### config.mk
export PLATFORM = sky130hd
export DESIGN_NAME = acctilt_outbuf
export DESIGN_NICKNAME = d
export VERILOG_FILES = /design/src/hdl/acctilt_pkg.sv /design/src/hdl/acctilt_outbuf.sv
export SDC_FILE = /design/constraint.sdc
export NUM_CORES = 1
export LEC_CHECK = 0
export BUFFER_PORTS_ARGS = -buffer_cell sky130_fd_sc_hd__buf_2
export CORE_MARGIN = 4
export CORE_UTILIZATION = 48
export DETAILED_ROUTE_END_ITERATION = 10
export PLACE_DENSITY = 0.78
export REMOVE_ABC_BUFFERS = 1
export SYNTH_ARGS = -nofsm -noshare
export SYNTH_HDL_FRONTEND = slang
export SYNTH_SLANG_ARGS = --single-unit
### constraint.sdc
create_clock -name i_clk -period 1.6 [get_ports i_clk]
set_input_delay 0.24 -clock i_clk [delete_from_list [all_inputs] [get_ports i_clk]]
set_output_delay 0.24 -clock i_clk [all_outputs]
set_load 0.005 [all_outputs]
### src/hdl/acctilt_pkg.sv
// Types, constants and helpers of the accelerometer tilt angle block.
package acctilt_pkg;

    // sample and step counts
    localparam int SAMPLE_BITS  = 16;
    localparam int CORDIC_STEPS = 16;
    localparam int TABLE_LEN    = 24;
    localparam int STEPS        = (CORDIC_STEPS > TABLE_LEN) ? TABLE_LEN : CORDIC_STEPS;
    localparam int SHIFT_W      = $clog2(TABLE_LEN);
    localparam int SEL_W        = 2;

    // CORDIC datapath
    localparam int GUARD    = 8;
    localparam int MAG_W    = SAMPLE_BITS;
    localparam int GMAG_W   = MAG_W + GUARD;
    localparam int DP_W     = GMAG_W + 4;     // headroom for two CORDIC gains
    localparam int ANG_W    = 19;             // Q16 radians, signed
    localparam int ATAN_W   = 17;

    // gain compensation of the denominator
    localparam int KGAIN    = 107922;
    localparam int KGAIN_W  = 17;
    localparam int KGAIN_SH = 16;
    localparam int KC_W     = MAG_W + KGAIN_W - (KGAIN_SH - GUARD);

    // scale to tenths of a degree: floor(floor(z*90000 / 2^16) / 157)
    localparam int SCALE_MUL   = 90000;
    localparam int SCALE_MUL_W = 17;
    localparam int SCALE_SH    = 16;
    localparam int Q_W         = ANG_W - 1 + SCALE_MUL_W - SCALE_SH;
    localparam int RECIP       = 427445;      // ceil(2^26 / 157)
    localparam int RECIP_W     = 19;
    localparam int RECIP_SH    = 26;
    localparam int DEG_W       = Q_W + RECIP_W - RECIP_SH;

    // result
    localparam int ANGLE_W     = 11;
    localparam int RIGHT_ANGLE = 900;

    // stream packing
    localparam int DATA_IN_W  = ((3 * SAMPLE_BITS + 7) / 8) * 8;
    localparam int DATA_OUT_W = ((ANGLE_W + 7) / 8) * 8;

    localparam logic [ATAN_W-1:0] ATAN_TABLE [TABLE_LEN] = '{
        17'd51472, 17'd30385, 17'd16055, 17'd8150, 17'd4091, 17'd2047, 17'd1024, 17'd512,
        17'd256,   17'd128,   17'd64,    17'd32,   17'd16,   17'd8,    17'd4,    17'd2,
        17'd1,     17'd0,     17'd0,     17'd0,    17'd0,    17'd0,    17'd0,    17'd0
    };

    typedef enum logic [SEL_W-1:0] {
        SEL_Z    = 2'd0,
        SEL_X    = 2'd1,
        SEL_Y    = 2'd2,
        SEL_NONE = 2'd3
    } t_axis_sel;

    typedef enum logic [1:0] {
        MODE_CORDIC,
        MODE_ZERO,
        MODE_INVALID,
        MODE_RIGHT
    } t_mode;

    typedef struct packed {
        logic signed [DP_W-1:0]  x;
        logic signed [DP_W-1:0]  y;
        logic signed [ANG_W-1:0] z;
        logic [KC_W-1:0]         kc;
        logic                    neg_c;
        t_mode                   mode;
    } t_cordic;

    typedef struct packed {
        logic signed [ANGLE_W-1:0] angle;
        logic                      invalid;
    } t_result;

    function automatic logic [MAG_W-1:0] mag(input logic signed [SAMPLE_BITS-1:0] v);
        logic signed [SAMPLE_BITS-1:0] neg;
        neg = -v;
        return v[SAMPLE_BITS-1] ? unsigned'(neg) : unsigned'(v);
    endfunction

endpackage

### src/hdl/acctilt_outbuf.sv
// Output register with one skid entry; freezes the pipeline only when the skid entry is full.
module acctilt_outbuf (
    input  logic                 i_clk,
    input  logic                 i_rst_n,
    input  logic                 i_valid,
    input  acctilt_pkg::t_result i_data,
    output logic                 o_en,
    output logic                 o_valid,
    output acctilt_pkg::t_result o_data,
    input  logic                 i_ready
);

    logic                 r_out_valid, r_skid_valid;
    acctilt_pkg::t_result r_out, r_skid;
    logic                 hold;

    assign hold = r_out_valid && !i_ready;
    assign o_en = !r_skid_valid;

    always_ff @(posedge i_clk) begin
        if (!i_rst_n) begin
            r_out_valid  <= 1'b0;
            r_skid_valid <= 1'b0;
        end else if (hold) begin
            if (i_valid && !r_skid_valid) begin
                r_skid_valid <= 1'b1;
            end
        end else if (r_skid_valid) begin
            r_out_valid  <= 1'b1;
            r_skid_valid <= 1'b0;
        end else begin
            r_out_valid <= i_valid;
        end
    end

    always_ff @(posedge i_clk) begin
        if (hold) begin
            if (!r_skid_valid) begin
                r_skid <= i_data;
            end
        end else if (r_skid_valid) begin
            r_out <= r_skid;
        end else begin
            r_out <= i_data;
        end
    end

    assign o_valid = r_out_valid;
    assign o_data  = r_out;

endmodule

---- After elaboration in Yosys (flattened, before gate mapping) ----
Cells that the tools add are included.
cells by class
  muxes and demuxes ....................... 2
  bitwise operators ....................... 0
  shifts and indexed selects .............. 0
  add/sub/neg operators ................... 0
  divide/modulo/power cells ............... 0
  magnitude comparators ................... 0
  reduce and logical (&&, ||, !) cells .... 5
  equality and inequality tests ........... 0
  multipliers ............................. 0
operators with widths
  kind                 count
  2-to-1 mux 12 bit    1
  logical AND 1 bit    2
  logical NOT 1 bit    2
  AND reduction 2 bit  1
  2-to-1 mux 1 bit     1
word-level totals
  bits in writable memories ............... 0
  bits in read-only memories .............. 0
  latch bits .............................. 0
  flip-flop bits (word level) ............. 26
  memories kept ........................... 0
  bits of input ports ..................... 16

---- Depth between registers and ports, before layout ----
  word-level depth ........................ 3
  mapped depth ............................ 4
  gate-level depth less buffers ........... 3

---- Worst setup path after synthesis ----
No wires, ideal clock.
  path type ............................... register to register
  start point ............................. reg r_out_valid (netlist: o_valid)
  end point ............................... reg r_out_valid (netlist: o_valid)
  path buffers ............................ 0
  data arrival time ....................... 1250 ps
  clock period less this slack ............ 1369 ps
  slack ................................... 231 ps
  stages on the path, launching flop included .. 4
  library setup time ...................... 120 ps
  cells stage by stage .................... dfxtp_1 nand2b_1 inv_1 o31a_1
between the ends
  word-level cells in the longest chain between the ends .. 1
RTL lines
  item                    line                  text
  start, declared         acctilt_outbuf.sv:13  logic r_out_valid, r_skid_valid;
  start signal, assigned  acctilt_outbuf.sv:32  r_out_valid <= i_valid;
  logical AND 1 bit       acctilt_outbuf.sv:17  assign hold = r_out_valid && !i_ready;
  via hold                acctilt_outbuf.sv:15  logic hold;
The timed path passes the listed nets, and every way through them passes these cells.
A chain may end at the register's enable or synchronous reset.

---- Worst setup path after layout ----
  start point ............................. reg r_skid_valid
  end point ............................... out o_en
between the ends
  word-level cells in the longest chain between the ends .. 1
RTL lines
  item                    line                  text
  start, declared         acctilt_outbuf.sv:13
  start signal, assigned  acctilt_outbuf.sv:23  r_skid_valid <= 1'b0;
  start signal, assigned  acctilt_outbuf.sv:26  r_skid_valid <= 1'b1;
  start signal, assigned  acctilt_outbuf.sv:30  r_skid_valid <= 1'b0;
  logical NOT 1 bit       n/a
  end, declared           acctilt_outbuf.sv:7   output logic o_en,
No other way between the ends.

==> summary.md <==
The run finished with clean final reports. For the worst setup path, the data arrival time is 1.02 ns. Clock transition at the registers of the reported paths: 0.12 ns. For the final hold violation count, the log shows 0. Summed over all failing endpoints, the final setup total negative slack is 0 ns. The root buffer cell chosen for the clock tree is sky130_fd_sc_hd__clkbuf_4. The die is 53.29 µm tall. The total core area came out at 1962 µm². Async set-or-reset flop fraction in the synthesized netlist: 0. The horizontal die dimension is 53.29 µm.

The fraction of final layout cells sized beyond drive strength 1 came out at 0.5949. TritonCTS built the clock tree. The tools report the global-route usage over all layers as 0.1222. The highest layer touched by signal routing is met4.

Timing would allow up to 795.1 MHz. The detailed router put a total of 562 µm of wire on met1. Most common cell in the netlist: sky130_fd_sc_hd__edfxtp_1. The half-perimeter wire length after detailed placement was 1.118 mm; the met3 wirelength from detailed routing was 97 µm.

The clock period could shrink to 1.258 ns. The tools report the worst-case headroom to the max-slew limit as 0.6751. In the final design database the tool counted 97 nets.

The synthesized design spends more area on one cell type than any other, namely sky130_fd_sc_hd__edfxtp_1. The worst setup margin is 0.3423 ns, and the end-of-flow core utilization is 0.6001. Share of the cycle needed by the critical path after routing: 0.7860.

In this run, synthesis produced a sequential element count of 26. Type of destination of the critical path: an output port. The placer's final routability congestion estimate is 0.6905, and the count of antenna-violating nets left after detailed routing is 0.

Before antenna repair, the detailed router went through 2 iterations. Setup repair after global routing left no endpoint under its margin. The number of gates resized after CTS was 0. In this run the worst path has a maximum fanout of 9. Entering global routing, the biggest net connects 14 pins. For the pin with the worst max-slew slack, the measured transition is 0.4869 ns. No sink is reached through more buffers than the 2 on the longest clock path.

On the final layout, the worst clock skew is 0.001407 ns. The number of input and output port buffers inserted is 29. The power per cell area was 976.0 nW/µm²; the setup fix buffers added after clock tree synthesis was 0. The worst-case IR drop observed on VDD is 732.0 µV. The register area share after synthesis came out at 0.7726. Wire segments on met2 add up to 807 µm in the final route. The clock insertion delay at the later pin of the skew report is 0.30 ns, and the total clock buffers created by CTS is 3.

The number of antenna repair diodes is 0. The final setup violation count was 0; the max-capacitance violation count was 0. The initial antenna violation count is 0, and the mean number of vias per cell is 4.670. Startpoint type of the worst setup path: a flop.

After global routing the overflow that remains totals 0. By startpoint and endpoint, the worst setup path is classified as reg2out. After filler insertion, the fill cell instance count of the layout stands at 178.

In the post-synthesis netlist, the biggest area contributors are sky130_fd_sc_hd__edfxtp_1, sky130_fd_sc_hd__mux2_4, sky130_fd_sc_hd__mux2_2. The number of design-rule violations left by the first detailed-router iteration is 2. For this run, design rule violations remaining after detail routing come to 0. The max-slew violation total from the final report is 0. The starting density of the core is 0.5019, and the total vias in the final route is 495.

Synthesis handed over a netlist of 46 instances. The synthesized design contains 24 enable-type register cells. Summed over all layers, the routed wires come to 1.477 mm. The most used flip-flop cell after synthesis is sky130_fd_sc_hd__edfxtp_1. The Yosys warning count came out at 0.

The number of global-route vias before repair is 531. Count of H-tree levels built during CTS: 1. During I/O placement, the number of pins put on the boundary was 30.

For the worst setup path, the data required time is 1.36 ns. The cell leakage power was 0.4749 nW; the pre-CTS setup slack was 0.3635 ns. The first global-routing pass estimated 2.456 mm of wire.

The sink count of the clock tree was 26; the netlist area before placement was 984.7 µm². The number of hold buffers added after CTS was 0. The floorplan step defined a die boundary enclosing 2840 µm². The tools report the number of rows in the core area as 16. The worst hold path belongs to the class in2reg. The signed area change from the synthesized netlist to the final layout is 19.57%. A synthesized cell averages 21.41 µm². After detailed routing, the average wire length per cell comes to 13.93 µm. The netlist uses 11 different library cells. By count the netlist is led by sky130_fd_sc_hd__edfxtp_1, sky130_fd_sc_hd__mux2_4, sky130_fd_sc_hd__mux2_2.

The share of the synthesized area in the top cell type came out at 0.7319.
-- placed cells by master (no fill, tap or decap), drive strengths merged --
| master | n |
|---|---|
| buf | 32 |
| mux2 | 12 |
| inv | 2 |
| clkbuf | 3 |
| o21ai | 1 |
| edfxtp | 24 |
| o31a | 1 |
| dfxtp | 2 |
| nor2 | 1 |
| nand2b | 1 |
-- final cells by class --
cell class / instances / area (µm²) / area share
Multi-Input combinational cell: 16 / 185.2 / 0.1573
Tap cell: 27 / 33.78 / 0.02869
Inverter: 2 / 7.507 / 0.006376
Timing Repair Buffer: 32 / 167.7 / 0.1424
Sequential cell: 26 / 760.7 / 0.6461
Clock buffer: 3 / 22.52 / 0.01913
-- path summary, 6_finish.rpt --
path	start	to	slack, ns	depth (start not counted)
max	r_skid_valid$_SDFFE_PN0P_	o_en	0.34	3
min	i_rst_n	o_valid$_SDFFE_PN0N_	0.16	2
min reg2reg	r_skid[8]$_DFFE_PP_	o_data[8]$_DFFE_PN_	0.58	1
max reg2reg	r_skid_valid$_SDFFE_PN0P_	r_skid[11]$_DFFE_PP_	0.46	2
-- critical path: stages, from the launching register on --
cell and delay (ns):
sky130_fd_sc_hd__dfxtp_1 0.36, sky130_fd_sc_hd__buf_4 0.18, sky130_fd_sc_hd__inv_1 0.05, sky130_fd_sc_hd__buf_2 0.12
-- metrics by stage --
step	instances	instance area [µm²]	total power (W)	hold WS, ns
after floorplan	44	953.4	0.0008547	0.3679
after global placement	103	1155	0.0009073	0.4679
after detailed placement	103	1155	0.0009113	0.4735
after CTS	106	1177	0.001155	0.1547
after global routing	106	1177	0.001211	0.1504
final	106	1177	0.001149	0.1568
-- kinds of logic after synthesis --
family,synth area share
compound gates,0.01397
buf+inv,0.03939
flops,0.7726
mux,0.1639
simple gates,0.01017
-- sequential cells by signal (all words and copies together) (netlist names) --
signal	flops
o_data	12
r_skid	12
o_valid	1
r_skid_valid	1
-- report_power, final --
group	total [W]	internal, W	leakage (nW)	switching, W
Sequential	0.000794	0.000785	0.251	0.00000853
Combinational	0.0000987	0.0000556	0.210	0.0000431
Clock	0.000256	0.0000877	0.0138	0.000169
-- layer usage --
metal  vias up  global-route usage
met5         -                   0
met4         0             0.03830
met2        17              0.2143
met1       234              0.1426
met3         2             0.03380
li1        242                   -
Note: power is estimated with default switching activity, not from simulation.
