File: config.mk
export PLATFORM = sky130hd
export DESIGN_NAME = acctilt_front
export DESIGN_NICKNAME = d
export VERILOG_FILES = /design/src/hdl/acctilt_pkg.sv /design/src/hdl/acctilt_front.sv
export SDC_FILE = /design/constraint.sdc
export NUM_CORES = 1
export LEC_CHECK = 0
export ABC_CLOCK_PERIOD_IN_PS = 5650
export BUFFER_PORTS_ARGS = -buffer_cell sky130_fd_sc_hd__buf_4
export CAP_MARGIN = 40
export CORE_AREA = 2 2 124 216
export DETAILED_ROUTE_END_ITERATION = 16
export DIE_AREA = 0 0 126 218
export PLACE_DENSITY = 0.6
export SETUP_SLACK_MARGIN = 0.5
export SYNTH_ARGS = -nofsm -noshare
export SYNTH_HDL_FRONTEND = slang
export SYNTH_SLANG_ARGS = --single-unit
export TNS_END_PERCENT = 5
File: constraint.sdc
create_clock -name i_clk -period 5.65 [get_ports i_clk]
set_input_delay 0.565 -clock i_clk [delete_from_list [all_inputs] [get_ports i_clk]]
set_output_delay 0.565 -clock i_clk [all_outputs]
set_load 0.01 [all_outputs]
File: src/hdl/acctilt_pkg.sv
// Types, constants and helpers of the accelerometer tilt angle block.
package acctilt_pkg;

    // sample and step counts
    localparam int SAMPLE_BITS  = 16;
    localparam int CORDIC_STEPS = 16;
    localparam int TABLE_LEN    = 24;
    localparam int STEPS        = (CORDIC_STEPS > TABLE_LEN) ? TABLE_LEN : CORDIC_STEPS;
    localparam int SHIFT_W      = $clog2(TABLE_LEN);
    localparam int SEL_W        = 2;

    // CORDIC datapath
    localparam int GUARD    = 8;
    localparam int MAG_W    = SAMPLE_BITS;
    localparam int GMAG_W   = MAG_W + GUARD;
    localparam int DP_W     = GMAG_W + 4;     // headroom for two CORDIC gains
    localparam int ANG_W    = 19;             // Q16 radians, signed
    localparam int ATAN_W   = 17;

    // gain compensation of the denominator
    localparam int KGAIN    = 107922;
    localparam int KGAIN_W  = 17;
    localparam int KGAIN_SH = 16;
    localparam int KC_W     = MAG_W + KGAIN_W - (KGAIN_SH - GUARD);

    // scale to tenths of a degree: floor(floor(z*90000 / 2^16) / 157)
    localparam int SCALE_MUL   = 90000;
    localparam int SCALE_MUL_W = 17;
    localparam int SCALE_SH    = 16;
    localparam int Q_W         = ANG_W - 1 + SCALE_MUL_W - SCALE_SH;
    localparam int RECIP       = 427445;      // ceil(2^26 / 157)
    localparam int RECIP_W     = 19;
    localparam int RECIP_SH    = 26;
    localparam int DEG_W       = Q_W + RECIP_W - RECIP_SH;

    // result
    localparam int ANGLE_W     = 11;
    localparam int RIGHT_ANGLE = 900;

    // stream packing
    localparam int DATA_IN_W  = ((3 * SAMPLE_BITS + 7) / 8) * 8;
    localparam int DATA_OUT_W = ((ANGLE_W + 7) / 8) * 8;

    localparam logic [ATAN_W-1:0] ATAN_TABLE [TABLE_LEN] = '{
        17'd51472, 17'd30385, 17'd16055, 17'd8150, 17'd4091, 17'd2047, 17'd1024, 17'd512,
        17'd256,   17'd128,   17'd64,    17'd32,   17'd16,   17'd8,    17'd4,    17'd2,
        17'd1,     17'd0,     17'd0,     17'd0,    17'd0,    17'd0,    17'd0,    17'd0
    };

    typedef enum logic [SEL_W-1:0] {
        SEL_Z    = 2'd0,
        SEL_X    = 2'd1,
        SEL_Y    = 2'd2,
        SEL_NONE = 2'd3
    } t_axis_sel;

    typedef enum logic [1:0] {
        MODE_CORDIC,
        MODE_ZERO,
        MODE_INVALID,
        MODE_RIGHT
    } t_mode;

    typedef struct packed {
        logic signed [DP_W-1:0]  x;
        logic signed [DP_W-1:0]  y;
        logic signed [ANG_W-1:0] z;
        logic [KC_W-1:0]         kc;
        logic                    neg_c;
        t_mode                   mode;
    } t_cordic;

    typedef struct packed {
        logic signed [ANGLE_W-1:0] angle;
        logic                      invalid;
    } t_result;

    function automatic logic [MAG_W-1:0] mag(input logic signed [SAMPLE_BITS-1:0] v);
        logic signed [SAMPLE_BITS-1:0] neg;
        neg = -v;
        return v[SAMPLE_BITS-1] ? unsigned'(neg) : unsigned'(v);
    endfunction

endpackage

File: src/hdl/acctilt_front.sv
// Front end: axis selection, magnitudes, special cases, gain-compensated denominator.
module acctilt_front (
    input  logic                                      i_clk,
    input  logic                                      i_rst_n,
    input  logic                                      i_en,
    input  logic                                      i_valid,
    input  logic signed [acctilt_pkg::SAMPLE_BITS-1:0] i_x,
    input  logic signed [acctilt_pkg::SAMPLE_BITS-1:0] i_y,
    input  logic signed [acctilt_pkg::SAMPLE_BITS-1:0] i_z,
    input  logic [acctilt_pkg::SEL_W-1:0]             i_sel,
    output logic                                      o_valid,
    output acctilt_pkg::t_cordic                      o_data
);

    localparam int PROD_W = acctilt_pkg::MAG_W + acctilt_pkg::KGAIN_W;

    logic signed [acctilt_pkg::SAMPLE_BITS-1:0] a, b, c;
    logic [acctilt_pkg::MAG_W-1:0] r_a_mag, r_b_mag, r_c_mag;
    logic [acctilt_pkg::MAG_W-1:0] n_a_mag, n_b_mag, n_c_mag;
    logic                          r_neg_c, n_neg_c;
    acctilt_pkg::t_mode            r_mode, n_mode;
    logic                          r_valid_a, r_valid_b;
    logic [PROD_W-1:0]             kc_prod;
    acctilt_pkg::t_cordic          r_out, n_out;

    // stage A: pick axes, classify
    always_comb begin
        case (acctilt_pkg::t_axis_sel'(i_sel))
            acctilt_pkg::SEL_Z: begin
                a = i_x; b = i_y; c = i_z;
            end
            acctilt_pkg::SEL_X: begin
                a = i_y; b = i_z; c = i_x;
            end
            default: begin
                a = i_x; b = i_z; c = i_y;
            end
        endcase
        n_a_mag = acctilt_pkg::mag(a);
        n_b_mag = acctilt_pkg::mag(b);
        n_c_mag = acctilt_pkg::mag(c);
        n_neg_c = c[acctilt_pkg::SAMPLE_BITS-1];
        if (acctilt_pkg::t_axis_sel'(i_sel) == acctilt_pkg::SEL_NONE) begin
            n_mode = acctilt_pkg::MODE_ZERO;
        end else if (a == '0 && b == '0 && c == '0) begin
            n_mode = acctilt_pkg::MODE_INVALID;
        end else if (a == '0 && b == '0) begin
            n_mode = acctilt_pkg::MODE_ZERO;
        end else if (c == '0) begin
            n_mode = acctilt_pkg::MODE_RIGHT;
        end else begin
            n_mode = acctilt_pkg::MODE_CORDIC;
        end
    end

    // stage B: guard shift, kc = |c| * K >> (16 - guard)
    always_comb begin
        kc_prod = PROD_W'(r_c_mag) * PROD_W'(acctilt_pkg::KGAIN);
        n_out.x = $signed(acctilt_pkg::DP_W'({r_a_mag, {acctilt_pkg::GUARD{1'b0}}}));
        n_out.y = $signed(acctilt_pkg::DP_W'({r_b_mag, {acctilt_pkg::GUARD{1'b0}}}));
        n_out.z = '0;
        n_out.kc = kc_prod[acctilt_pkg::KGAIN_SH - acctilt_pkg::GUARD +: acctilt_pkg::KC_W];
        n_out.neg_c = r_neg_c;
        n_out.mode = r_mode;
    end

    always_ff @(posedge i_clk) begin
        if (!i_rst_n) begin
            r_valid_a <= 1'b0;
            r_valid_b <= 1'b0;
        end else if (i_en) begin
            r_valid_a <= i_valid;
            r_valid_b <= r_valid_a;
        end
    end

    always_ff @(posedge i_clk) begin
        if (i_en) begin
            r_a_mag <= n_a_mag;
            r_b_mag <= n_b_mag;
            r_c_mag <= n_c_mag;
            r_neg_c <= n_neg_c;
            r_mode  <= n_mode;
            r_out   <= n_out;
        end
    end

    assign o_valid = r_valid_b;
    assign o_data  = r_out;

endmodule

[After elaboration in Yosys (flattened, before gate mapping)]
Cells that the tools add are included.
Storage, ports and cells
  flip-flop bits (word level): 113
  logic and storage cells: 36
  input bits: 54
Operators by class
  equality and inequality tests: 2
  reduce and logical (&&, ||, !) cells: 6
  muxes and demuxes: 9
  multiply operators: 1
  $add $sub $neg: 3
Operators by type and width (number)
  $logic_not A16 Y1: 3
  $neg A16 Y16: 3
  $mux W15: 3
  $mul A16 B16 Y32 const B: 1
  $mux W16: 2
  $pmux W16 S2: 1
  $mux W2: 3
  $eq A2 B1 Y1 const B: 1
  $eq A2 B2 Y1 const B: 1
  $logic_and A1 B1 Y1: 2
  $logic_not A2 Y1: 1

[Longest topological paths before layout]
  word-level depth: 6
  gate-level depth with buffers: 18
  depth with buffers taken out: 18

[Worst setup path after synthesis]
No wires, ideal clock.
  path type: reg-to-reg
  start: reg r_c_mag[1] in the netlist's numbering
  end: reg r_out (netlist bit o_data[25]) (data pin)
  path buffers: 0
  arrival: 5.044 ns
  library setup time: 0.271 ns
  clock period less this slack: 5.315 ns
  slack: 0.335 ns
  required time: 5.379 ns
  stages on the path, launching flop included: 19
  cells stage by stage: edfxtp_1 > ha_1 > inv_1 > fa_1 > inv_1 > fa_1 > fa_1 > inv_1 > fa_1 > fa_1 > inv_1 > ha_1 > a21oi_1 > o21ai_0 > o31ai_1 > a31oi_2 > a21oi_1 > o311ai_1 > xor2_1
Between the ends
  longest elaborated chain between the ends: 1
RTL lines
  start: declaration: line acctilt_front.sv:18  | logic [acctilt_pkg::MAG_W-1:0] r_a_mag, r_b_mag, r_c_mag;
  start signal: assignment: line acctilt_front.sv:81  | r_c_mag <= n_c_mag;
  $mul A16 B16 Y32: line acctilt_front.sv:58  | kc_prod = PROD_W'(r_c_mag) * PROD_W'(acctilt_pkg::KGAIN);
  net kc_prod[30]: line acctilt_front.sv:23  | logic [PROD_W-1:0] kc_prod;
  end signal: assignment: line acctilt_front.sv:84  | r_out <= n_out;
  end: declaration: line acctilt_front.sv:24  | acctilt_pkg::t_cordic r_out, n_out;
The timed path passes the listed nets, and every way through them passes these cells.
A chain may end at the register's enable or synchronous reset.

[Worst setup path after layout]
  start: reg r_c_mag[3] in the netlist's numbering
  end: reg r_out (netlist bit o_data[24]) (data pin)
Same word-level chain as after synthesis.

==> impl_metrics.py <==
metrics = {
    "grt": {
        "grtUsageTotal_pct": 17.3,
        "antenna_found_initial": 0,
        "grt_pass1_wl_um": 36700,
        "grt_pass1_vias": 7240,
        "overflow": 0,
        "grt_max_degree": 61,
    },
    "synth": {
        "synth_area_leaders": "edfxtp_1 33%, ha_1 19%, fa_1 13%, inv_1 5.6%, mux2i_1 5.1%",
        "synth-edff-count": 111,
        "syn_area_um2": 10200,
        "synth_cells": 918,
        "ys.flop_type": "edfxtp_1",
        "syn_area_per_cell_um2": 11.1,
        "yosysTopAreaCellShare_pct": 32.8,
        "ys_warn_count": 0,
        "synth-async-reset-ratio_pct": 0,
        "synth.distinct_cells": 60,
        "synth_area_leader_cell": "edfxtp_1",
        "ys_seq_elements": 113,
        "yosysSeqAreaShare_pct": 33.2,
    },
    "worst_setup_path": {
        "start_kind": "flop",
        "crit_end": "o_data[24]$_DFFE_PP_",
        "cp_data_required_time_ns": 5.82,
        "reg2reg_setup_slack_ns": 0.60,
        "worstReg2RegEnd": "o_data[24]$_DFFE_PP_",
        "worst_ep_arrival_time_ns": 5.22,
        "critPathLaunch": "r_c_mag[3]$_DFFE_PP_",
        "crit_path_max_fanout": 5,
        "r2r_start": "r_c_mag[3]$_DFFE_PP_",
        "end_kind": "flop",
        "rr_worst_depth": 18,
        "path_class": "flop to flop",
    },
    "sta": {
        "fin_worst_skew_ns": 0.00760,
        "drv_slew": 0,
        "hold_viol_final": 0,
        "max-slew-margin-rel_pct": 45.3,
        "setup_viol": 0,
        "tightest_slew_ns": 0.818,
        "fmax_ghz": 0.198,
        "setup_tns_ns": 0,
        "post-route-min-period_ns": 5.05,
        "fin_ws_ns": 0.600,
        "fin_crit_sh_pct": 89.4,
        "rsz0062_at_grt": "true",
    },
    "floorplanning": {
        "die_h_um": 218,
        "initial_core_util_pct": 39.5,
        "ios": 158,
        "rows": 78,
        "die_w_um": 126,
        "core_um2": 25800,
        "design.die.area_um2": 27500,
    },
    "clocking": {
        "clk_pin_slew_ns": 0.05,
        "htreeDepth": 4,
        "clkSinkCount": 113,
        "clock_latency_ns": 0.42,
        "cts_tree": "built",
        "clockRootBuffer": "clkbuf_16",
        "cts_buffers": 17,
        "hold_buffers": 0,
        "cts_buffer_depth": 2,
    },
    "job": {
        "maxCapViolCount": 0,
    },
    "finish": {
        "antennaDiodeCount": 0,
        "fin_nets": 1354,
        "post-route-cell-area_um2": 12500,
        "final_core_util_pct": 48.5,
        "layout_commonest_cell": "buf_4",
        "area_growth_pct": 22.9,
        "layout-drive-gt1-share_pct": 22.5,
        "layout_common_cells": "152 x buf_4, 151 x inv_1, 134 x ha_1",
    },
    "placement": {
        "hpwlAfterDp_um": 18900,
        "port_buffers": 114,
        "gp_congestion": 0.901,
        "placed_cell_area_um2": 11300,
        "pre_cts_slack_ns": 0.223,
    },
    "hold_path": {
        "min_path_type": "primary input to flop",
    },
    "routing": {
        "avgViaCountPerCell": 4.91,
        "drtIter0Drc": 285,
        "wire_per_inst_um": 16.5,
        "drcViolationCount": 0,
        "route.vias.total": 6949,
        "ant_nets": 0,
        "finalWirelength_um": 23300,
        "drt_pass1_iterations": 4,
    },
    "status": {
        "status": "completed",
    },
}
## registers in the layout, summed over array words and instances, names as in the netlist
name,cells
o_data,60
o_valid,1
r_a_mag,16
r_b_mag,16
r_c_mag,16
r_mode,2
r_neg_c,1
r_valid_a,1
## repair_timing
| action | CTS | global route |
|---|---|---|
| pin swaps | 13 | 36 |
| gates resized for setup | 21 | 31 |
| endpoints found under the setup margin | 9 | 13 |
| buffers inserted | 17 | 15 |
## layout make-up
cell class / instances / area, µm²
multi-input combinational: 640 / 6310
inverter: 152 / 571
clock inverter: 12 / 183
fill: 2412 / 13300
tap: 320 / 400
sequential: 113 / 3370
timing repair buffer: 158 / 1220
clock buffer: 20 / 447
## cell usage after synthesis, types with 2 or more instances
master / instances
nor3_1: 11
a21oi_1: 38
ha_1: 152
fa_1: 66
o211ai_1: 2
xor2_1: 24
nand2_1: 42
nor2b_1: 8
nand3_1: 5
dfxtp_1: 2
a41oi_1: 2
mux2_2: 8
mux2i_1: 52
clkbuf_1: 2
nand4_1: 7
mux2_1: 2
o21ai_0: 11
xnor2_1: 43
o21a_1: 4
buf_2: 5
o31ai_1: 3
buf_4: 44
and4_1: 2
nor4b_2: 2
a21o_1: 8
nor2_1: 52
edfxtp_1: 111
or3_1: 2
buf_6: 3
a31oi_1: 10
o21ai_1: 6
and3_1: 5
and2_1: 6
inv_1: 152
## how the worst min path moves through the flow
stage / slack [ns] / endpoint / startpoint / cells past startpoint
5_1_grt: 0.37 / o_valid$_SDFFE_PN0P_ / i_rst_n / 2
2_1_floorplan: 0.40 / o_data[0]$_DFFE_PP_ / r_mode[0]$_SDFFCE_PN1P_ / 0
3_3_place_gp: 0.40 / o_data[2]$_DFFE_PP_ / r_neg_c$_DFFE_PP_ / 0
6_report: 0.37 / o_valid$_SDFFE_PN0P_ / i_rst_n / 2
4_1_cts: 0.36 / o_valid$_SDFFE_PN0P_ / i_rst_n / 2
3_5_place_dp: 0.40 / o_data[59]$_DFFE_PP_ / r_b_mag[4]$_DFFE_PP_ / 0
## stage by stage
step | hold slack (ns) | instances
2_1_floorplan | 0.400 | 960
3_3_place_gp | 0.401 | 1350
3_5_place_dp | 0.405 | 1351
4_1_cts | 0.358 | 1400
5_1_grt | 0.374 | 1415
6_report | 0.373 | 1415
## metal layers
metal  vias to the layer above  GRT usage [%]  routed length [µm]
li1                       3376              -                   -
met1                      3342           16.1                8030
met2                       180           35.2               13700
met3                        51           2.48                 749
met4                         0           8.72                 875
met5                         -              0                   0
## critical path, stage by stage (launching register included)
cell and delay, ns:
edfxtp_1 0.48, buf_4 0.18, ha_1 0.29, ha_2 0.18
fa_1 0.53, inv_1 0.05, fa_1 0.47, inv_1 0.05
fa_1 0.52, inv_1 0.05, fa_1 0.49, inv_2 0.05
ha_4 0.28, nand2_2 0.06, or3_4 0.38, o211ai_1 0.26
nand4_1 0.18, a31oi_1 0.20, xor2_1 0.09
## cell families (layout without fill, tap and decap cells)
group	count (synthesis)	after routing	synth area share (%)
other cells	1	43	0.0369
compound gates	97	97	6.03
simple gates	151	151	7.21
buf+inv	207	342	9.54
mux	64	64	6.58
fa+ha+maj	218	218	31.7
flops	113	113	33.2
xor+xnor	67	67	5.77
Power is left out: the tool's default activity adds up to more than one toggle a clock period on the data nets, which glitch-free logic cannot reach.
