<file path="config.mk">
export PLATFORM = sky130hd
export DESIGN_NAME = acctilt_cordic_stage
export DESIGN_NICKNAME = d
export VERILOG_FILES = /design/src/hdl/acctilt_pkg.sv /design/src/hdl/acctilt_cordic_stage.sv
export SDC_FILE = /design/constraint.sdc
export NUM_CORES = 1
export LEC_CHECK = 0
export BUFFER_PORTS_ARGS = -buffer_cell sky130_fd_sc_hd__clkbuf_2
export CAP_MARGIN = 20
export CORE_UTILIZATION = 48
export DETAILED_ROUTE_END_ITERATION = 12
export PLACE_DENSITY = 0.7
export SLEW_MARGIN = 15
export SYNTH_ARGS = -nofsm -noshare
export SYNTH_HDL_FRONTEND = slang
export SYNTH_SLANG_ARGS = --single-unit
</file>
<file path="constraint.sdc">
create_clock -name i_clk -period 17.2 [get_ports i_clk]
set_input_delay 3.44 -clock i_clk [delete_from_list [all_inputs] [get_ports i_clk]]
set_output_delay 3.44 -clock i_clk [all_outputs]
set_load 0.02 [all_outputs]
</file>
<file path="src/hdl/acctilt_pkg.sv">
// Types, constants and helpers of the accelerometer tilt angle block.
package acctilt_pkg;

    // sample and step counts
    localparam int SAMPLE_BITS  = 16;
    localparam int CORDIC_STEPS = 16;
    localparam int TABLE_LEN    = 24;
    localparam int STEPS        = (CORDIC_STEPS > TABLE_LEN) ? TABLE_LEN : CORDIC_STEPS;
    localparam int SHIFT_W      = $clog2(TABLE_LEN);
    localparam int SEL_W        = 2;

    // CORDIC datapath
    localparam int GUARD    = 8;
    localparam int MAG_W    = SAMPLE_BITS;
    localparam int GMAG_W   = MAG_W + GUARD;
    localparam int DP_W     = GMAG_W + 4;     // headroom for two CORDIC gains
    localparam int ANG_W    = 19;             // Q16 radians, signed
    localparam int ATAN_W   = 17;

    // gain compensation of the denominator
    localparam int KGAIN    = 107922;
    localparam int KGAIN_W  = 17;
    localparam int KGAIN_SH = 16;
    localparam int KC_W     = MAG_W + KGAIN_W - (KGAIN_SH - GUARD);

    // scale to tenths of a degree: floor(floor(z*90000 / 2^16) / 157)
    localparam int SCALE_MUL   = 90000;
    localparam int SCALE_MUL_W = 17;
    localparam int SCALE_SH    = 16;
    localparam int Q_W         = ANG_W - 1 + SCALE_MUL_W - SCALE_SH;
    localparam int RECIP       = 427445;      // ceil(2^26 / 157)
    localparam int RECIP_W     = 19;
    localparam int RECIP_SH    = 26;
    localparam int DEG_W       = Q_W + RECIP_W - RECIP_SH;

    // result
    localparam int ANGLE_W     = 11;
    localparam int RIGHT_ANGLE = 900;

    // stream packing
    localparam int DATA_IN_W  = ((3 * SAMPLE_BITS + 7) / 8) * 8;
    localparam int DATA_OUT_W = ((ANGLE_W + 7) / 8) * 8;

    localparam logic [ATAN_W-1:0] ATAN_TABLE [TABLE_LEN] = '{
        17'd51472, 17'd30385, 17'd16055, 17'd8150, 17'd4091, 17'd2047, 17'd1024, 17'd512,
        17'd256,   17'd128,   17'd64,    17'd32,   17'd16,   17'd8,    17'd4,    17'd2,
        17'd1,     17'd0,     17'd0,     17'd0,    17'd0,    17'd0,    17'd0,    17'd0
    };

    typedef enum logic [SEL_W-1:0] {
        SEL_Z    = 2'd0,
        SEL_X    = 2'd1,
        SEL_Y    = 2'd2,
        SEL_NONE = 2'd3
    } t_axis_sel;

    typedef enum logic [1:0] {
        MODE_CORDIC,
        MODE_ZERO,
        MODE_INVALID,
        MODE_RIGHT
    } t_mode;

    typedef struct packed {
        logic signed [DP_W-1:0]  x;
        logic signed [DP_W-1:0]  y;
        logic signed [ANG_W-1:0] z;
        logic [KC_W-1:0]         kc;
        logic                    neg_c;
        t_mode                   mode;
    } t_cordic;

    typedef struct packed {
        logic signed [ANGLE_W-1:0] angle;
        logic                      invalid;
    } t_result;

    function automatic logic [MAG_W-1:0] mag(input logic signed [SAMPLE_BITS-1:0] v);
        logic signed [SAMPLE_BITS-1:0] neg;
        neg = -v;
        return v[SAMPLE_BITS-1] ? unsigned'(neg) : unsigned'(v);
    endfunction

endpackage

</file>
<file path="src/hdl/acctilt_cordic_stage.sv">
// One vectoring CORDIC iteration, registered.
module acctilt_cordic_stage (
    input  logic                              i_clk,
    input  logic                              i_rst_n,
    input  logic                              i_en,
    input  logic [acctilt_pkg::SHIFT_W-1:0]   i_shift,
    input  logic                              i_valid,
    input  acctilt_pkg::t_cordic              i_data,
    output logic                              o_valid,
    output acctilt_pkg::t_cordic              o_data
);

    logic signed [acctilt_pkg::DP_W-1:0]  x, y, dx, dy;
    logic signed [acctilt_pkg::ANG_W-1:0] z, at;
    acctilt_pkg::t_cordic                 n_data, r_data;
    logic                                 r_valid;

    always_comb begin
        x  = i_data.x;
        y  = i_data.y;
        z  = i_data.z;
        dx = y >>> i_shift;
        dy = x >>> i_shift;
        at = $signed(acctilt_pkg::ANG_W'(acctilt_pkg::ATAN_TABLE[i_shift]));
        n_data = i_data;
        // rotate toward y == 0; y == 0 takes the negative direction
        if (y > 0) begin
            n_data.x = x + dx;
            n_data.y = y - dy;
            n_data.z = z + at;
        end else begin
            n_data.x = x - dx;
            n_data.y = y + dy;
            n_data.z = z - at;
        end
    end

    always_ff @(posedge i_clk) begin
        if (!i_rst_n) begin
            r_valid <= 1'b0;
        end else if (i_en) begin
            r_valid <= i_valid;
        end
    end

    always_ff @(posedge i_clk) begin
        if (i_en) begin
            r_data <= n_data;
        end
    end

    assign o_valid = r_valid;
    assign o_data  = r_data;

endmodule

</file>
**Yosys cells after proc, flatten, opt, wreduce, memory -nomap -nowiden**

Memories as Yosys holds them, arrays and structs flattened.
Index checks and enable logic that the tools add are counted.

- Register bits after elaboration: 104
- Bits in read-only memories: 544
- Output and inout bits: 104
- Memories: 1

Memory list:

| memory | words | width | rd ports | clocked after Yosys merged registers in | write ports | line | text |
|---|---|---|---|---|---|---|---|
| (name not given) | 32 | 17 | 1 | 0 | 0 | acctilt_cordic_stage.sv:24 | `at = $signed(acctilt_pkg::ANG_W'(acctilt_pkg::ATAN_TABLE[i_shift]));` |

- Add/subtract/negate cells: 6
- Order comparisons: 2
- Shifts and indexed selects: 2
- Mux-type cells: 3
- Bitwise operators: 1

Operator list:

| cell | number |
|---|---|
| 75-bit 2-to-1 mux | 1 |
| 28-bit adder | 2 |
| 28-bit by 5-bit >>> shifter with 28-bit output | 2 |
| 28-bit subtractor | 2 |
| 17-bit 2-to-1 mux | 2 |
| 28-bit by 1-bit > comparator with 1-bit output (second input constant) | 1 |
| 19-bit by 18-bit adder with 19-bit output | 1 |
| 19-bit by 18-bit subtractor with 19-bit output | 1 |
| 6-bit greater-or-equal comparator (second input constant) | 1 |
| 5-bit inverter with 6-bit output | 1 |

**Longest topological paths before layout**

Gate-level depths: netlist of the first run.

- Depth in word-level cells: 6
- Depth in mapped cells: 26
- Depth with buffers taken out: 21

**Least setup slack after synthesis of the first run**

No wires, ideal clock.

- Kind: input -> register
- Start point: input i_shift[0] (netlist name)
- End point: register r_data, in the netlist o_data[101], data pin
- Setup time: 0.195 ns
- Data arrival time: 8.769 ns
- Required time: 17.005 ns
- Slack: 8.236 ns
- Stages on the path: 25
- Path through: buf_6 -> buf_6 -> buf_6 -> buf_2 -> buf_2 -> buf_2 -> mux4_2 -> mux4_2 -> nor2_1 -> a31oi_1 -> nor4_1 -> and3_1 -> inv_1 -> o21ai_0 -> xnor2_1 -> ha_1 -> a21oi_1 -> nor2_1 -> or2_2 -> nor3_1 -> a21oi_1 -> a2111o_1 -> a21oi_1 -> o21ai_0 -> o311ai_0

RTL lines:

| what | line | text |
|---|---|---|
| from (decl) | acctilt_cordic_stage.sv:6 | `input logic [acctilt_pkg::SHIFT_W-1:0] i_shift,` |
| to (signal assigned) | acctilt_cordic_stage.sv:48 | `r_data <= n_data;` |
| to (decl) | acctilt_cordic_stage.sv:15 | `acctilt_pkg::t_cordic n_data, r_data;` |

==> results.sh, run 1 <==
export IMPL_run_status="complete, no violations"
export IMPL_min_path_cells=2
export IMPL_cp_slowest_stage_delay_ns=0.84
export IMPL_ys_warnings_count=0
export IMPL_finalCriticalPeriod_ns=9.89
export IMPL_synth_nets=1433
export IMPL_design_area_um2=13500
export IMPL_ioPinCount=216
export IMPL_post_route_period_util=0.575
export IMPL_synth_area_leaders="edfxtp_1 26%, mux4_2 13%, ha_1 9.4%, xnor2_1 5.3%, a21oi_1 4.2%"
export IMPL_power_density_nw_per_um2=87.6
export IMPL_synthArstFlopShare=0
export IMPL_synth_commonest_cells="109 x nand2_1, 103 x edfxtp_1, 98 x a21oi_1"
export IMPL_crit_chain="clkbuf_2, buf_4, clkinv_1, buf_4, mux2_2, mux4_2, nand3b_1, nor4_1, and3_1, nor2_1, xor2_1, ha_1, a2111oi_0, a211oi_1, or3_1, o31a_1, a31oi_1, nor2b_1, xnor2_1"
export IMPL_grt_pass1_vias=10189
export IMPL_postCtsSetupBuffers=0
export IMPL_final_setup_tns_ns=0
export IMPL_whs_ns=0.532
export IMPL_drt_iter0_markers=1184
export IMPL_synth_area_per_cell_um2=9.61
export IMPL_drcViolationCount=0
export IMPL_hold_path_class="flip-flop to flip-flop"
export IMPL_io_buffers=215
export IMPL_wl_per_cell_um=20.3
export IMPL_clkLatencyLatePin_ns=0.36
export IMPL_r2r_slack_ns=16.60
export IMPL_track_usage=0.275
export IMPL_cp_start_kind="input pin"
export IMPL_gp_routability_congestion=0.948
export IMPL_ys_types=77
export IMPL_area_growth_pct=13.9
export IMPL_drive_gt1_frac=0.249
export IMPL_synth_most_common_cell="nand2_1"
export IMPL_grt_max_degree=64
export IMPL_dieArea_um2=25200
export IMPL_core_um2=24200
export IMPL_dr_pass1_iters=5
export IMPL_clockRootBuffer="clkbuf_16"
export IMPL_start_util=0.487
export IMPL_cts_repair_resized=0
export IMPL_ys_seq_area_frac=0.264
export IMPL_synth_cells=1229
export IMPL_antenna_found_initial=1
export IMPL_end_kind="flip-flop"
export IMPL_fin_cells=1740
export IMPL_synth_largest_area_cell="edfxtp_1"
export IMPL_n_fill_cell=2240
export IMPL_placed_cells_incl_taps=1724
export IMPL_vias_per_cell=6.27
export IMPL_leakage_nw=5.61
export IMPL_cts_buffers=9
export IMPL_final_hold_violation_count=0
export IMPL_tightest_slew_ns=0.906
export IMPL_clock_sinks=104
export IMPL_synth_ff_type="edfxtp_1"
export IMPL_crit_fanout=60
export IMPL_clock_fmax_mhz=101
export IMPL_multi_input_area_um2=8280
export IMPL_cpMostUsedCell="buf_4"
export IMPL_fin_util=0.555
export IMPL_die_h_um=159
export IMPL_hold_buffers=0
export IMPL_routed_wl_um=35300
export IMPL_ys_ff_latch=104
export IMPL_slew_headroom=0.381
export IMPL_final_antenna_net_count=0
export IMPL_cap_violations=0
export IMPL_synth_edf_count=103
export IMPL_antenna_cells=0
export IMPL_hpwl_um=27000
export IMPL_rsz0062_at_grt="no"
export IMPL_irDropWorstVdd_mv=0.0675
export IMPL_cp_required_ns=17.32
export IMPL_grt_pass1_wl_um=55000
export IMPL_yosys_area_top_type_share=0.262
export IMPL_nets=1615
export IMPL_grt_remaining_overflow=0
export IMPL_finalSetupViolCount=0
export IMPL_cts_tree="yes"
export IMPL_clk_path_buf_depth=2
export IMPL_synth_cell_area_um2=11800
export IMPL_cts_clk_slew_worst_paths_ns=0.09
export IMPL_worst_r2r_cell_count=2
export IMPL_dpl_cell_area_um2=13100
export IMPL_worstSetupPathType="input pin to flip-flop"
export IMPL_slew_violations=0
export IMPL_num_vias=10907
export IMPL_die_width_um=159
export IMPL_row_count=57
export IMPL_htree_num_levels=3
export IMPL_seqCellArea_um2=3110
export IMPL_crit_path_top_delay_cell="a2111oi_0"
export IMPL_skew_ns=0
export IMPL_crit_arrival_ns=10.01
==> final timing paths <==
check / from / to
max: i_shift[2] / o_data[100]
min: o_valid / o_valid
min reg2reg: o_valid / o_valid
max reg2reg: o_valid / o_valid
==> final cells by class <==
cell class	instances	area share
multi-input cells	1026	0.615
flip-flops and latches	104	0.231
repair buffers	228	0.0876
well taps	324	0.0301
clock buffers	9	0.0167
inverters	42	0.0117
clock inverters	7	0.00698
==> through the flow <==
step           power [W]  setup WS, ns
6_report         0.00118          7.31
5_1_grt          0.00125          6.78
4_1_cts          0.00118          7.39
3_5_place_dp    0.000956          7.02
3_3_place_gp    0.000949          7.23
2_1_floorplan   0.000799          8.24
==> worst max-delay path, delay by kind of cell <==
family	cells	cell delay, ns
buffers and inverters	4	1.82
AND/OR/NAND/NOR	6	1.71
AO/OA/AOI/OAI	4	1.61
multiplexers	2	0.86
adder cells (fa/ha/maj)	1	0.31
XOR/XNOR	2	0.21
==> layout by cell type (no fill, tap or decap), types with 5 or more instances in the layout <==
cell and count:
clkbuf_2 213, nand2_1 109, edfxtp_1 103, a21oi_1 98, nor2_1 93, ha_1 89, o21ai_0 79, xnor2_1 71
mux4_2 69, xor2_1 49, mux2i_1 39, inv_1 37, a21o_1 33, nand2b_1 26, mux2_2 22, nor3_1 17
nand3_1 16, buf_4 15, a31oi_1 13, nor2b_1 12, o21a_1 12, o31ai_1 12, a211oi_1 11, and2_1 10
o21bai_1 10, nor4_1 10, a21boi_0 10, o211ai_1 9, clkbuf_16 9, or3_1 8, and3_1 8, o22ai_1 7
nand4_1 5
==> per-layer routing <==
layer	vias to the layer above	track usage	part of all wire	wire, um
li1	5052	-	-	-
met1	5195	0.366	0.42	14900
met2	572	0.445	0.46	16200
met3	88	0.0436	0.080	2820
met4	0	0.112	0.040	1410
met5	-	0	0	0
==> flip-flops by register name, indices dropped and copies added (netlist names) <==
register / flops
o_data: 103
o_valid: 1
==> cells by family after synthesis <==
logic type	synth area share
compound gates	0.190
simple gates	0.136
mux	0.187
xor+xnor	0.0890
flops	0.264
buf+inv	0.0353
fa+ha+maj	0.0994
==> report_power, final <==
part | switching (W) | internal, W | total, W
combinational | 0.000353 | 0.000236 | 0.000589
clock | 0.000114 | 0.000106 | 0.000220
sequential | 0.0000133 | 0.000355 | 0.000369
total | 0.000480 | 0.000698 | 0.00118
No activity file was read; power rests on OpenSTA's default activity.
==> run 2, diff against run 1 <==
==> constraint.sdc (replaced) <==
create_clock -name i_clk -period 9.1 [get_ports i_clk]
set_input_delay 1.82 -clock i_clk [delete_from_list [all_inputs] [get_ports i_clk]]
set_output_delay 1.82 -clock i_clk [all_outputs]
set_load 0.02 [all_outputs]
==> results.sh, run 2 (synthesis results as in run 1) <==
export IMPL_run_status="complete, no violations"
export IMPL_hold_buffers=0
export IMPL_finalCriticalPeriod_ns=7.85
export IMPL_min_path_cells=2
export IMPL_post_route_period_util=0.862
export IMPL_drcViolationCount=0
export IMPL_placed_cells_incl_taps=1735
export IMPL_antenna_found_initial=0
export IMPL_skew_ns=0
export IMPL_worstSetupPathType="input pin to flip-flop"
export IMPL_nets=1626
export IMPL_hpwl_um=27600
export IMPL_die_h_um=159
export IMPL_final_antenna_net_count=0
export IMPL_irDropWorstVdd_mv=0.0830
export IMPL_cts_buffers=9
export IMPL_ioPinCount=216
export IMPL_clk_path_buf_depth=2
export IMPL_routed_wl_um=35700
export IMPL_cts_repair_resized=0
export IMPL_slew_violations=0
export IMPL_final_setup_tns_ns=0
export IMPL_antenna_cells=0
export IMPL_dieArea_um2=25200
export IMPL_wl_per_cell_um=20.4
export IMPL_worst_r2r_cell_count=2
export IMPL_htree_num_levels=3
export IMPL_end_kind="flip-flop"
export IMPL_num_vias=10815
export IMPL_cp_start_kind="input pin"
export IMPL_cts_clk_slew_worst_paths_ns=0.09
export IMPL_core_um2=24200
export IMPL_seqCellArea_um2=3110
export IMPL_drive_gt1_frac=0.255
export IMPL_cp_required_ns=9.26
export IMPL_die_width_um=159
export IMPL_grt_remaining_overflow=0
export IMPL_clockRootBuffer="clkbuf_16"
export IMPL_n_fill_cell=2239
export IMPL_row_count=57
export IMPL_cap_violations=0
export IMPL_clkLatencyLatePin_ns=0.38
export IMPL_r2r_slack_ns=8.51
export IMPL_fin_util=0.559
export IMPL_track_usage=0.280
export IMPL_final_common_cell="clkbuf_2"
export IMPL_io_buffers=215
export IMPL_clock_fmax_mhz=127
export IMPL_fin_cells=1751
export IMPL_hold_path_class="flip-flop to flip-flop"
export IMPL_final_hold_violation_count=0
export IMPL_vias_per_cell=6.18
export IMPL_grt_max_degree=61
export IMPL_rsz0062_at_grt="no"
export IMPL_mostFrequentLayoutCells="213 x clkbuf_2, 109 x nand2_1, 103 x edfxtp_1, 98 x a21oi_1, 93 x nor2_1"
export IMPL_leakage_nw=5.67
export IMPL_grt_pass1_vias=10210
export IMPL_gp_routability_congestion=0.947
export IMPL_dr_pass1_iters=7
export IMPL_area_growth_pct=14.7
export IMPL_drt_iter0_markers=1001
export IMPL_multi_input_area_um2=8280
export IMPL_clock_sinks=104
export IMPL_largest_register_ffs=103
export IMPL_r2r_start="o_valid"
export IMPL_finalSetupViolCount=0
export IMPL_postCtsSetupBuffers=0
export IMPL_r2r_end="o_valid"
export IMPL_slew_headroom=0.380
export IMPL_hp_start="o_valid"
export IMPL_tightest_slew_ns=0.930
export IMPL_crit_fanout=28
export IMPL_hold_end="o_valid"
export IMPL_cts_tree="yes"
export IMPL_crit_arrival_ns=8.01
export IMPL_grt_pass1_wl_um=55400
export IMPL_power_density_nw_per_um2=166
export IMPL_start_util=0.487
run 2: routing by layer:
metal | GRT usage | wire, um
met5 | 0 | 0
met4 | 0.118 | 1460
met3 | 0.0577 | 3170
met2 | 0.442 | 16000
met1 | 0.373 | 15000
run 2: critical path, cell delays in order:
cell and delay [ns]:
clkbuf_2 0.57, buf_12 0.27, mux4_2 0.59, mux2_2 0.30, o21ai_0 0.45, a31oi_1 0.18, nor4_1 0.56, and3_1 0.34
inv_1 0.08, o21ai_0 0.21, xnor2_1 0.15, ha_1 0.31, a21oi_1 0.16, nor2_1 0.10, or2_2 0.31, nor3_1 0.15
a21oi_1 0.19, a2111o_1 0.43, a21oi_1 0.19, o21ai_0 0.20, o311ai_0 0.41
run 2: area by class of cell:
type                    instances  area share
multi-input cells            1026       0.611
flip-flops and latches        104       0.230
repair buffers                239      0.0940
well taps                     324      0.0299
clock buffers                   9      0.0166
inverters                      42      0.0116
clock inverters                 7     0.00693
run 2: metrics by stage:
stage | area, um2 | hold slack [ns] | worst slack [ns] | total power [W]
2_1_floorplan | 11800 | 0.589 | 1.76 | 0.00151
3_3_place_gp | 13200 | 0.494 | 1.09 | 0.00181
3_5_place_dp | 13200 | 0.512 | 0.924 | 0.00182
4_1_cts | 13500 | 0.531 | 1.32 | 0.00226
5_1_grt | 13500 | 0.599 | 0.817 | 0.00238
6_report | 13500 | 0.527 | 1.25 | 0.00225
run 2: worst max path at each step:
stage                     from           to  slack (ns)  cells after the start
floorplan           i_shift[0]  o_data[101]        1.76                     25
global placement    i_shift[1]  o_data[101]        1.09                     21
detailed placement  i_shift[0]   o_data[74]        0.92                     21
CTS                 i_shift[1]  o_data[101]        1.32                     21
global route        i_shift[1]  o_data[101]        0.82                     21
finish              i_shift[1]  o_data[101]        1.25                     21
run 2: power breakdown:
group | internal (W) | switching, W | total [W]
Clock | 0.000201 | 0.000223 | 0.000424
Sequential | 0.000672 | 0.0000254 | 0.000697
Combinational | 0.000452 | 0.000675 | 0.00113
Total | 0.00132 | 0.000924 | 0.00225
